File: config.mk
export PLATFORM = sky130hd
export DESIGN_NAME = rtsp_transport_header_port_parser_core
export DESIGN_NICKNAME = d
export VERILOG_FILES = /design/src/rthp_pkg.sv /design/src/rthp_fifo.sv /design/src/rthp_parser.sv /design/src/rtsp_transport_header_port_parser_core.sv
export SDC_FILE = /design/constraint.sdc
export NUM_CORES = 1
export LEC_CHECK = 0
export ABC_AREA = 0
export BUFFER_PORTS_ARGS = -buffer_cell sky130_fd_sc_hd__buf_2
export CORE_ASPECT_RATIO = 0.6
export CORE_MARGIN = 2
export CORE_UTILIZATION = 50
export CTS_CLUSTER_SIZE = 25
export DETAILED_ROUTE_END_ITERATION = 7
export MAX_ROUTING_LAYER = met4
export PLACE_DENSITY = 0.7
export SYNTH_ARGS = -nofsm -noshare
export SYNTH_HDL_FRONTEND = slang
export SYNTH_SLANG_ARGS = --single-unit
File: constraint.sdc
create_clock -name i_clk -period 10.75 [get_ports i_clk]
set_input_delay 2.6875 -clock i_clk [delete_from_list [all_inputs] [get_ports i_clk]]
set_output_delay 2.6875 -clock i_clk [all_outputs]
set_load 0.02 [all_outputs]
File: src/rthp_pkg.sv
// ----------------------------------------------------------------------------
// rthp_pkg
// Shared types and constants for the transport header port parser: key text,
// ASCII codes, port counts and the layout of one result word.
// ----------------------------------------------------------------------------
package rthp_pkg;

    localparam int KEY_LEN  = 12;
    localparam int KEY_BITS = KEY_LEN * 8;

    localparam logic [KEY_BITS-1:0] KEY_CLIENT = "client_port=";
    localparam logic [KEY_BITS-1:0] KEY_SERVER = "server_port=";
    localparam logic [KEY_BITS-1:0] KEY_INTER  = "interleaved=";

    // Bit positions in the key candidate mask.
    localparam int CAND_CLIENT = 0;
    localparam int CAND_SERVER = 1;
    localparam int CAND_INTER  = 2;

    localparam logic [7:0] CH_COMMA   = 8'h2C;
    localparam logic [7:0] CH_SEMI    = 8'h3B;
    localparam logic [7:0] CH_DASH    = 8'h2D;
    localparam logic [7:0] CH_PLUS    = 8'h2B;
    localparam logic [7:0] CH_SPACE   = 8'h20;
    localparam logic [7:0] CH_TAB     = 8'h09;
    localparam logic [7:0] CH_CR      = 8'h0D;
    localparam logic [7:0] CH_DIGIT_0 = 8'h30;
    localparam logic [7:0] CH_DIGIT_9 = 8'h39;
    localparam logic [7:0] CH_UPPER_A = 8'h41;
    localparam logic [7:0] CH_UPPER_Z = 8'h5A;
    localparam logic [7:0] CASE_SHIFT = 8'h20;

    localparam logic [1:0] CNT_NONE   = 2'd0;
    localparam logic [1:0] CNT_SINGLE = 2'd1;
    localparam logic [1:0] CNT_RANGE  = 2'd2;

    localparam logic [7:0] TRANSPORT_MAX = 8'd255;

    // Result queue depth; a power of two, at least four.
    localparam int RES_FIFO_DEPTH = 8;

    typedef struct packed {
        logic [7:0]  transport_index;
        logic [15:0] cli_port;
        logic [1:0]  client_count;
        logic [15:0] srv_port;
        logic [1:0]  server_count;
        logic        is_interleaved;
        logic        header_done;
        logic        all_interleaved;
        logic [15:0] chosen_port;
        logic [1:0]  chosen_count;
    } t_result;

    typedef struct packed {
        logic first;
        logic second;
    } t_push;

endpackage

File: src/rthp_fifo.sv
// ----------------------------------------------------------------------------
// rthp_fifo
// Small result queue with two ordered write ports and one read port.
// ----------------------------------------------------------------------------
module rthp_fifo #(
    parameter int WIDTH = 8,
    parameter int DEPTH = 8
) (
    input  logic                       i_clk,
    input  logic                       i_rst_n,
    input  logic                       i_wr0,
    input  logic [WIDTH-1:0]           i_wdata0,
    input  logic                       i_wr1,
    input  logic [WIDTH-1:0]           i_wdata1,
    input  logic                       i_rd,
    output logic                       o_valid,
    output logic [WIDTH-1:0]           o_rdata,
    output logic [$clog2(DEPTH):0]     o_level
);

    localparam int AW = $clog2(DEPTH);

    logic [WIDTH-1:0] r_mem [DEPTH];
    logic [AW-1:0]    r_wptr, n_wptr;
    logic [AW-1:0]    r_rptr, n_rptr;
    logic [AW:0]      r_level, n_level;
    logic             w_pop;
    logic [AW-1:0]    w_wptr1;

    assign o_valid = (r_level != '0);
    assign o_rdata = r_mem[r_rptr];
    assign o_level = r_level;
    assign w_pop   = o_valid && i_rd;
    assign w_wptr1 = r_wptr + AW'(1);

    always_comb begin
        n_wptr  = r_wptr + AW'(i_wr0) + AW'(i_wr1);
        n_rptr  = r_rptr + AW'(w_pop);
        n_level = r_level + (AW+1)'(i_wr0) + (AW+1)'(i_wr1) - (AW+1)'(w_pop);
    end

    always_ff @(posedge i_clk) begin
        if (!i_rst_n) begin
            r_wptr  <= '0;
            r_rptr  <= '0;
            r_level <= '0;
        end else begin
            r_wptr  <= n_wptr;
            r_rptr  <= n_rptr;
            r_level <= n_level;
        end
    end

    always_ff @(posedge i_clk) begin
        if (i_wr0) begin
            r_mem[r_wptr] <= i_wdata0;
        end
        if (i_wr1) begin
            r_mem[w_wptr1] <= i_wdata1;
        end
    end

`ifndef SYNTHESIS
    a_level_bound: assert property (@(posedge i_clk) disable iff (!i_rst_n)
        r_level <= (AW+1)'(DEPTH))
        else $error("result queue level above depth");

    a_second_needs_first: assert property (@(posedge i_clk) disable iff (!i_rst_n)
        i_wr1 |-> i_wr0)
        else $error("second write without first");
`endif

endmodule

File: src/rthp_parser.sv
// ----------------------------------------------------------------------------
// rthp_parser
// Per-byte state update of the transport header scanner; yields up to two
// result words for each byte.
// ----------------------------------------------------------------------------
module rthp_parser (
    input  logic             i_clk,
    input  logic             i_rst_n,
    input  logic             i_valid,
    input  logic [7:0]       i_ch,
    input  logic             i_last,
    output rthp_pkg::t_push  o_push,
    output rthp_pkg::t_result o_res0,
    output rthp_pkg::t_result o_res1
);

    import rthp_pkg::*;

    localparam logic [1:0] VP_NONE   = 2'd0;
    localparam logic [1:0] VP_LEAD   = 2'd1;
    localparam logic [1:0] VP_DIGITS = 2'd2;
    localparam logic [1:0] VP_END    = 2'd3;

    typedef struct packed {
        logic        in_spec;
        logic [3:0]  key_pos;
        logic [2:0]  key_cand;
        logic [1:0]  vphase;
        logic [15:0] accum;
        logic        neg;
        logic        dash;
        logic [15:0] cur_cp;
        logic [1:0]  cur_cc;
        logic [15:0] cur_sp;
        logic [1:0]  cur_sc;
        logic        cur_int;
        logic        agg_int;
        logic [15:0] best_port;
        logic [1:0]  best_count;
        logic [7:0]  tcount;
    } t_state;

    localparam t_state ST_RESET = '{
        in_spec: 1'b1, key_pos: 4'd0, key_cand: 3'b111, vphase: VP_NONE,
        accum: 16'd0, neg: 1'b0, dash: 1'b0,
        cur_cp: 16'd0, cur_cc: CNT_NONE, cur_sp: 16'd0, cur_sc: CNT_NONE,
        cur_int: 1'b0, agg_int: 1'b1, best_port: 16'd0, best_count: CNT_NONE,
        tcount: 8'd0
    };

    t_state r_st, n_st;

    function automatic logic [7:0] key_byte(input logic [KEY_BITS-1:0] txt,
                                            input logic [3:0] pos);
        logic [6:0] base;
        base = 7'((KEY_LEN - 1 - int'(pos)) * 8);
        return txt[base +: 8];
    endfunction

    function automatic t_state clear_field(input t_state s);
        t_state t;
        t = s;
        t.key_pos  = '0;
        t.key_cand = 3'b111;
        t.vphase   = VP_NONE;
        t.accum    = '0;
        t.neg      = 1'b0;
        t.dash     = 1'b0;
        return t;
    endfunction

    function automatic t_state end_field(input t_state s);
        t_state      t;
        logic [15:0] v;
        logic [1:0]  cnt;
        t   = s;
        v   = s.neg ? (~s.accum + 16'd1) : s.accum;
        cnt = s.dash ? CNT_RANGE : CNT_SINGLE;
        if (!s.in_spec && s.vphase != VP_NONE) begin
            if (s.key_cand[CAND_CLIENT]) begin
                t.cur_cp = v;
                t.cur_cc = cnt;
            end else if (s.key_cand[CAND_SERVER]) begin
                t.cur_sp = v;
                t.cur_sc = cnt;
            end else if (s.key_cand[CAND_INTER]) begin
                t.cur_cp  = v;
                t.cur_cc  = cnt;
                t.cur_sp  = v;
                t.cur_sc  = cnt;
                t.cur_int = 1'b1;
            end
        end
        t.in_spec = 1'b0;
        return clear_field(t);
    endfunction

    function automatic t_state feed(input t_state s, input logic [7:0] ch);
        t_state     t;
        logic [7:0] lc;
        logic       is_digit;
        logic       is_blank;
        t        = s;
        lc       = (ch >= CH_UPPER_A && ch <= CH_UPPER_Z) ? ch + CASE_SHIFT : ch;
        is_digit = (ch >= CH_DIGIT_0 && ch <= CH_DIGIT_9);
        is_blank = (ch == CH_SPACE) || (ch >= CH_TAB && ch <= CH_CR);
        if (s.in_spec) begin
            t = s;
        end else if (s.vphase == VP_NONE) begin
            if (s.key_cand != '0 && int'(s.key_pos) < KEY_LEN) begin
                if (lc != key_byte(KEY_CLIENT, s.key_pos)) t.key_cand[CAND_CLIENT] = 1'b0;
                if (lc != key_byte(KEY_SERVER, s.key_pos)) t.key_cand[CAND_SERVER] = 1'b0;
                if (lc != key_byte(KEY_INTER, s.key_pos))  t.key_cand[CAND_INTER]  = 1'b0;
                t.key_pos = s.key_pos + 4'd1;
                if (t.key_pos == 4'(KEY_LEN) && t.key_cand != '0) begin
                    t.vphase = VP_LEAD;
                end
            end
        end else begin
            if (ch == CH_DASH) begin
                t.dash = 1'b1;
            end
            if (s.vphase == VP_LEAD) begin
                if (is_blank) begin
                    t.vphase = VP_LEAD;
                end else if (ch == CH_PLUS || ch == CH_DASH) begin
                    t.neg    = (ch == CH_DASH);
                    t.vphase = VP_DIGITS;
                end else if (is_digit) begin
                    t.accum  = {12'd0, ch[3:0]};
                    t.vphase = VP_DIGITS;
                end else begin
                    t.vphase = VP_END;
                end
            end else if (s.vphase == VP_DIGITS) begin
                if (is_digit) begin
                    // Times ten as two shifts and an add, kept mod 65536.
                    t.accum = (s.accum << 3) + (s.accum << 1) + {12'd0, ch[3:0]};
                end else begin
                    t.vphase = VP_END;
                end
            end
        end
        return t;
    endfunction

    // Folds the finished transport into the header-wide flag and port choice.
    function automatic t_state fold(input t_state s);
        t_state t;
        t = s;
        t.agg_int = s.agg_int & s.cur_int;
        if (s.best_count < CNT_RANGE && s.cur_cc > s.best_count) begin
            t.best_count = s.cur_cc;
            t.best_port  = s.cur_cp;
        end
        return t;
    endfunction

    function automatic t_result make_result(input t_state s, input logic done);
        t_result r;
        r.transport_index = s.tcount;
        r.cli_port        = s.cur_cp;
        r.client_count    = s.cur_cc;
        r.srv_port        = s.cur_sp;
        r.server_count    = s.cur_sc;
        r.is_interleaved  = s.cur_int;
        r.header_done     = done;
        r.all_interleaved = done ? s.agg_int : 1'b0;
        r.chosen_port     = done ? s.best_port : 16'd0;
        r.chosen_count    = done ? s.best_count : CNT_NONE;
        return r;
    endfunction

    function automatic t_state new_transport(input t_state s);
        t_state t;
        t         = s;
        t.cur_cp  = '0;
        t.cur_cc  = CNT_NONE;
        t.cur_sp  = '0;
        t.cur_sc  = CNT_NONE;
        t.cur_int = 1'b0;
        t.in_spec = 1'b1;
        if (s.tcount < TRANSPORT_MAX) begin
            t.tcount = s.tcount + 8'd1;
        end
        return clear_field(t);
    endfunction

    always_comb begin
        t_state s;
        s      = r_st;
        o_push = '0;
        o_res0 = '0;
        o_res1 = '0;
        if (i_valid) begin
            if (i_ch == CH_COMMA) begin
                s            = fold(end_field(s));
                o_res0       = make_result(s, 1'b0);
                o_push.first = 1'b1;
                s            = new_transport(s);
            end else if (i_ch == CH_SEMI) begin
                s = end_field(s);
            end else begin
                s = feed(s, i_ch);
            end
            if (i_last) begin
                s = fold(end_field(s));
                if (o_push.first) begin
                    o_res1        = make_result(s, 1'b1);
                    o_push.second = 1'b1;
                end else begin
                    o_res0       = make_result(s, 1'b1);
                    o_push.first = 1'b1;
                end
                s = ST_RESET;
            end
        end
        n_st = s;
    end

    always_ff @(posedge i_clk) begin
        if (!i_rst_n) begin
            r_st <= ST_RESET;
        end else begin
            r_st <= n_st;
        end
    end

`ifndef SYNTHESIS
    a_last_restarts: assert property (@(posedge i_clk) disable iff (!i_rst_n)
        (i_valid && i_last) |=> (r_st.tcount == 8'd0 && r_st.in_spec))
        else $error("header end did not restart the scanner");

    a_done_on_final: assert property (@(posedge i_clk) disable iff (!i_rst_n)
        o_push.second |-> (o_res1.header_done && !o_res0.header_done))
        else $error("second word is not the final one");

    a_count_range: assert property (@(posedge i_clk) disable iff (!i_rst_n)
        (r_st.cur_cc != 2'd3) && (r_st.cur_sc != 2'd3) && (r_st.best_count != 2'd3))
        else $error("port count out of range");
`endif

endmodule

File: src/rtsp_transport_header_port_parser_core.sv
// ----------------------------------------------------------------------------
// rtsp_transport_header_port_parser_core
// Throughput: one header byte per cycle while the result queue has room.
// Latency: a result word is offered from the clock edge after the one that
// takes its byte. Input stalls when the queue could not hold two words for
// the byte in the input register and two more for a new byte.
// Reset: synchronous, active low; clears the scanner and empties the queue.
// ----------------------------------------------------------------------------
module rtsp_transport_header_port_parser_core #(
    parameter int FIFO_DEPTH = rthp_pkg::RES_FIFO_DEPTH
) (
    input  logic        i_clk,
    input  logic        i_rst_n,
    input  logic        i_valid,
    output logic        o_ready,
    input  logic [7:0]  i_ch,
    input  logic        i_last,
    output logic        o_valid,
    input  logic        i_ready,
    output logic [7:0]  o_transport_index,
    output logic [15:0] o_cli_port,
    output logic [1:0]  o_client_count,
    output logic [15:0] o_srv_port,
    output logic [1:0]  o_server_count,
    output logic        o_is_interleaved,
    output logic        o_header_done,
    output logic        o_all_interleaved,
    output logic [15:0] o_chosen_port,
    output logic [1:0]  o_chosen_count
);

    import rthp_pkg::*;

    localparam int AW = $clog2(FIFO_DEPTH);
    localparam int RW = $bits(t_result);

    logic          r_in_valid;
    logic [7:0]    r_ch;
    logic          r_last;
    t_push         w_push;
    t_result       w_res0, w_res1, w_out;
    logic [RW-1:0] w_rdata;
    logic [AW:0]   w_level;
    logic [AW+1:0] w_need;

    // A byte in the input register may still add two entries to the queue.
    assign w_need  = (AW+2)'(w_level) + {(AW+1)'(r_in_valid), 1'b0};
    assign o_ready = (w_need <= (AW+2)'(FIFO_DEPTH - 2));

    always_ff @(posedge i_clk) begin
        if (!i_rst_n) begin
            r_in_valid <= 1'b0;
        end else begin
            r_in_valid <= i_valid && o_ready;
        end
    end

    always_ff @(posedge i_clk) begin
        if (i_valid && o_ready) begin
            r_ch   <= i_ch;
            r_last <= i_last;
        end
    end

    rthp_parser u_parser (
        .i_clk   (i_clk),
        .i_rst_n (i_rst_n),
        .i_valid (r_in_valid),
        .i_ch    (r_ch),
        .i_last  (r_last),
        .o_push  (w_push),
        .o_res0  (w_res0),
        .o_res1  (w_res1)
    );

    rthp_fifo #(
        .WIDTH (RW),
        .DEPTH (FIFO_DEPTH)
    ) u_fifo (
        .i_clk    (i_clk),
        .i_rst_n  (i_rst_n),
        .i_wr0    (w_push.first),
        .i_wdata0 (w_res0),
        .i_wr1    (w_push.second),
        .i_wdata1 (w_res1),
        .i_rd     (i_ready),
        .o_valid  (o_valid),
        .o_rdata  (w_rdata),
        .o_level  (w_level)
    );

    assign w_out             = t_result'(w_rdata);
    assign o_transport_index = w_out.transport_index;
    assign o_cli_port        = w_out.cli_port;
    assign o_client_count    = w_out.client_count;
    assign o_srv_port        = w_out.srv_port;
    assign o_server_count    = w_out.server_count;
    assign o_is_interleaved  = w_out.is_interleaved;
    assign o_header_done     = w_out.header_done;
    assign o_all_interleaved = w_out.all_interleaved;
    assign o_chosen_port     = w_out.chosen_port;
    assign o_chosen_count    = w_out.chosen_count;

endmodule

Yosys cells after proc, flatten, opt, wreduce, memory -nomap -nowiden
Memories as Yosys holds them, arrays and structs flattened. A register that Yosys moved wholly into a read port is not among the register bits.
Cells that the tools add are included.
{"block": "word_totals", "regBits": 112, "latchBits": 0, "mem_bits_rw": 520, "mem_bits_ro": 0, "out_inout_bits": 67, "word_cells": 182, "memories": 1}
{"name": "u_fifo.r_mem", "words": 8, "width": 65, "rd": 1, "rd_clocked_by_memory_dff": 1, "write_ports": 2, "line": "rthp_fifo.sv:23", "text": "logic [WIDTH-1:0] r_mem [DEPTH];"}
{"block": "classes", "n_addsub": 16, "mul": 0, "div_mod_pow": 0, "n_lt_le_gt_ge": 13, "eq_ne": 14, "shifts": 3, "mux": 87, "n_bitwise": 4, "n_reduce_logical": 22}
{"operator": "$mux W65", "n": 7}
{"operator": "$mux W92", "n": 4}
{"operator": "$mux W37", "n": 8}
{"operator": "$shiftx A96 B8 Y8 const A", "n": 3}
{"operator": "$mux W18", "n": 11}
{"operator": "$mux W16", "n": 5}
{"operator": "$eq A8 B6 Y1 const B", "n": 5}
{"operator": "$mux W19", "n": 2}
{"operator": "$mux W1", "n": 34}
{"operator": "$add A16 B1 Y16 const B", "n": 2}
{"operator": "$not A16 Y16", "n": 2}
{"operator": "$mux W27", "n": 1}
{"operator": "$ne A8 B8 Y1", "n": 3}
{"operator": "$mux W2", "n": 9}
{"operator": "$mux W17", "n": 1}
{"operator": "$add A16 B16 Y16", "n": 1}
{"operator": "$add A16 B4 Y16", "n": 1}
{"operator": "$mux W8", "n": 2}
{"operator": "$logic_and A1 B1 Y1", "n": 11}
{"operator": "$ne A5 B1 Y1 const B", "n": 2}
{"operator": "$add A3 B1 Y3", "n": 3}
{"operator": "$mux W9", "n": 1}
{"operator": "$add A4 B1 Y4", "n": 2}
{"operator": "$add A8 B1 Y8 const B", "n": 1}
{"operator": "other kinds (31)", "n": 38}

Depth between registers and ports, before layout
{"block": "logic_depth", "depth_word": 35, "ltp_mapped": 24, "mapped_depth_nobuf": 20}

Modules after synthesis
A second synthesis with hierarchy kept.
{"block": "unflattened", "hier_cells": 2802, "area_unflattened_um2": 36445.0}
{"module": "rthp_fifo", "n_inst": 1, "cells_each": 1408, "area_each_um2": 26330.3}
{"module": "rthp_parser", "n_inst": 1, "cells_each": 1373, "area_each_um2": 9755.6}
{"module": "rtsp_transport_header_port_parser_core", "n_inst": 1, "cells_each": 21, "area_each_um2": 359.1}

Least setup slack after synthesis
Ideal clock, no wire load.
{"block": "synth_path", "path_kind": "reg2reg", "startpoint": "register r_ch[6]", "endpoint": "memory u_fifo.r_mem[2][0] (netlist name), enable pin", "arrival_ns": 8.625, "setup_slack_ns": 1.459, "path_stages_with_launch": 7, "path_buffers": 1, "period_less_slack_ns": 9.291, "path_cell_list": "edfxtp_1 or4b_2 nor3_1 buf_2 o21a_1 clkinv_1 o41ai_1"}
{"element": "start, declared", "line": "rtsp_transport_header_port_parser_core.sv:38", "text": "logic [7:0] r_ch;"}
{"element": "start signal, assigned", "line": "rtsp_transport_header_port_parser_core.sv:60", "text": "r_ch <= i_ch;"}
{"element": "end, declared", "line": "rthp_fifo.sv:23"}

==> impl_metrics.tcl <==
set metrics [dict create \
    clk_path_buf_depth 3 \
    relSlewSlack 0.153 \
    die-area_sq_mm 0.0670 \
    grt-ovfl-total 0 \
    grt_max_degree 104 \
    slew_violations 0 \
    pwr_density_cell_mw_per_mm2 162 \
    period_minus_slack_ns 7.25 \
    top_level_ports 80 \
    rsz0062_at_grt "no" \
    synth_flop_cell "edfxtp_1" \
    clkTransAtPathRegs_ns 0.06 \
    antenna_found_initial 3 \
    netlist_area_sq_mm 0.0324 \
    power_frac_seq 0.475 \
    netlist_instances 2741 \
    cts_sinks 632 \
    worst-path-stages 15 \
    power.share.combinational 0.174 \
    initial_utilization 0.505 \
    die_x_microns 333 \
    sw_frac_of_total 0.279 \
    setup_viol 0 \
    hold_class "register to register" \
    synth_area_per_cell_sq_um 11.8 \
    wl_met2_microns 42000 \
    p_clk_frac 0.351 \
    min_path_cells 2 \
    cp.arrival_ns 7.72 \
    p_leak_nw 12.0 \
    ys_seq_elements 632 \
    fin_cells 3665 \
    fin_util 0.555 \
    dieHeight_microns 201 \
    drcViolationCount 0 \
    max_clock_freq_mhz 138 \
    end_kind "register" \
    cap_violations 0 \
    vias_per_cell 6.51 \
    area_growth_pct 9.99 \
    internal_power_mw 4.17 \
    synth_top_cell_by_area "edfxtp_1" \
    dp_slack_ns 3.67 \
    cts_made_buffers 57 \
    totalWireLength_microns 99000 \
    fillers 5231 \
    post-dp-hpwl_microns 63200 \
    vdd_drop_max_mv 0.129 \
    fin_crit_sh 0.675 \
    slowest_stage "a211oi_4" \
    worstMarginPinSlew_ns 1.27 \
    crit_chain "ha_1 > nor2_1 > o31ai_1 > xnor2_1 > or4_1 > o311ai_0 > o21ai_0 > o211ai_2 > buf_4 > mux2_2 > ha_1 > a21oi_1 > a211oi_4 > o211ai_1 > a21oi_1" \
    numPlacedInstances 3556 \
    required_ns 11.21 \
    top_layer_used "met4" \
    root_buffer "clkbuf_16" \
    drive_above_1_share 0.175 \
    gp_congestion 0.963 \
    finClkSkew_ns 0.0431 \
    insertion_delay_ns 0.67 \
    critPathBufInv 1 \
    vias 23800 \
    synth_warnings 0 \
    seq_area_frac_synth 0.554 \
    crit_type "register to register" \
    drtIter0Drc 3446 \
    cp-start-kind "register" \
    worst_r2r_path_depth 15 \
    hold_buffers 0 \
    core-area_sq_mm 0.0642 \
    firstDrtPassIters 6 \
    cts_tree "yes" \
    synth_edf_count 529 \
    grt_pass1_wl_microns 149000 \
    place.port_buffers 79 \
    hold_violations 0 \
    synthesis.nets 2814 \
    fin_setup_tns_ns 0 \
    status "finished clean" \
    cts_resized 0 \
    antenna_left 0 \
    critPathMaxStageDelay_ns 0.94 \
    net-switching-power_mw 1.62 \
    setup_ws_ns 3.50 \
    synth_cell_types 89 \
    critPathTopFamily "compound AO/OA/AOI/OAI gates" \
    drt-met1-wl_microns 42000 \
    synth_common_cells "edfxtp_1 (529), o21ai_0 (325), nor2_1 (282)" \
    total_power_mw 5.79 \
    postCtsSetupBuffers 0 \
    grt_usage 0.304 \
    nNetsFinal 2837 \
    wl_met3_microns 13300 \
    worstPathMaxFanout 29 \
    yosysMostFrequentCell "edfxtp_1" \
    async_flop_share 0 \
    htree_levels 2 \
    std_cell_rows 72 \
    synthTopCellsByArea "edfxtp_1 (49%), mux4_2 (9.0%), dfxtp_1 (6.4%), o21ai_0 (5.0%), nor2_1 (3.3%)" \
    yosysTopAreaCellShare 0.490 \
    wl_per_cell_microns 27.0 \
    grt_pass1_vias 23000 \
]
per-stage QoR:
stage / hold slack, ns / cell area (sq um)
final: 0.498 / 35700
after global routing: 0.511 / 35700
after CTS: 0.485 / 35600
after detailed placement: 0.477 / 33800
after global placement: 0.444 / 33800
after floorplan: 0.431 / 32400
state kept, by name, summed over array words and instances (netlist names):
name / cells
u_fifo.o_level: 4
u_fifo.r_mem: 520
u_fifo.r_rptr: 3
r_ch: 8
u_fifo.r_wptr: 3
r_last: 1
r_in_valid: 1
u_parser.r_st: 92
cell families (layout without fill, tap and decap cells):
| group | Yosys count | in the layout | share of synthesized area |
|---|---|---|---|
| XOR/XNOR | 53 | 53 | 0.0147 |
| AND/OR/NAND/NOR | 795 | 795 | 0.115 |
| multiplexers | 256 | 256 | 0.132 |
| buffers and inverters | 247 | 318 | 0.0292 |
| other | 0 | 2 | 0 |
| adder cells (fa/ha/maj) | 60 | 60 | 0.0243 |
| AO/OA/AOI/OAI | 698 | 698 | 0.130 |
| flip-flops | 632 | 632 | 0.554 |
metal layers:
metal / vias to the layer above / global-route usage
li1: 10400 / -
met1: 11800 / 0.445
met2: 1511 / 0.424
met3: 142 / 0.0792
met4: 0 / 0.0648
met5: - / -
layout by cell type, fill, tap and decap left out, drive strengths merged, types with 33 or more instances in the layout:
master  synthesis  routed
edfxtp        529     529
o21ai         333     333
nor2          282     282
nand2         219     219
buf            30     138
mux4          130     130
a21oi         117     117
dfxtp         103     103
mux2           83      83
nor2b          72      72
inv            70      72
clkbuf        144      67
and2           58      58
ha             55      55
a22oi          45      45
mux2i          43      43
nor3           35      35
o22ai          33      33
clkinv          3      33
final cells by class:
type | count | area, sq um | share of cell area
clock inverters | 40 | 348 | 0.00976
flip-flops and latches | 632 | 18000 | 0.504
well taps | 851 | 1060 | 0.0299
repair buffers | 138 | 838 | 0.0235
multi-input cells | 1862 | 13700 | 0.384
diodes | 2 | 5.00 | 0.000140
clock buffers | 67 | 1460 | 0.0411
inverters | 73 | 274 | 0.00769
final timing paths:
check / slack [ns] / start / endpoint
worst min-delay path: 0.50 / u_parser.r_st[25] / u_parser.r_st[25]
worst max register to register: 3.50 / u_parser.r_st[89] / u_fifo.r_mem[3][16]
worst min register to register: 0.50 / u_parser.r_st[25] / u_parser.r_st[25]
worst max-delay path: 3.50 / u_parser.r_st[89] / u_fifo.r_mem[3][16]
power by group through the flow:
| stage | clock network [mW] | registers, mW | logic, mW |
|---|---|---|---|
| after floorplan | 0 | 2.73 | 0.772 |
| after global placement | 0 | 2.80 | 1.01 |
| after detailed placement | 0 | 2.81 | 1.01 |
| after CTS | 2.05 | 2.75 | 1.02 |
| after global routing | 2.14 | 2.76 | 1.07 |
| final | 2.03 | 2.75 | 1.01 |
worst register-to-register path, delay by kind of cell (launching register included):
kind | cells | cell delay, ns
AND/OR/NAND/NOR | 2 | 0.74
XOR/XNOR | 1 | 0.10
flip-flops | 1 | 0.85
multiplexers | 1 | 0.43
AO/OA/AOI/OAI | 8 | 3.34
buffers and inverters | 1 | 0.44
adder cells (fa/ha/maj) | 2 | 1.18
Note: power is estimated with default switching activity, not from simulation.
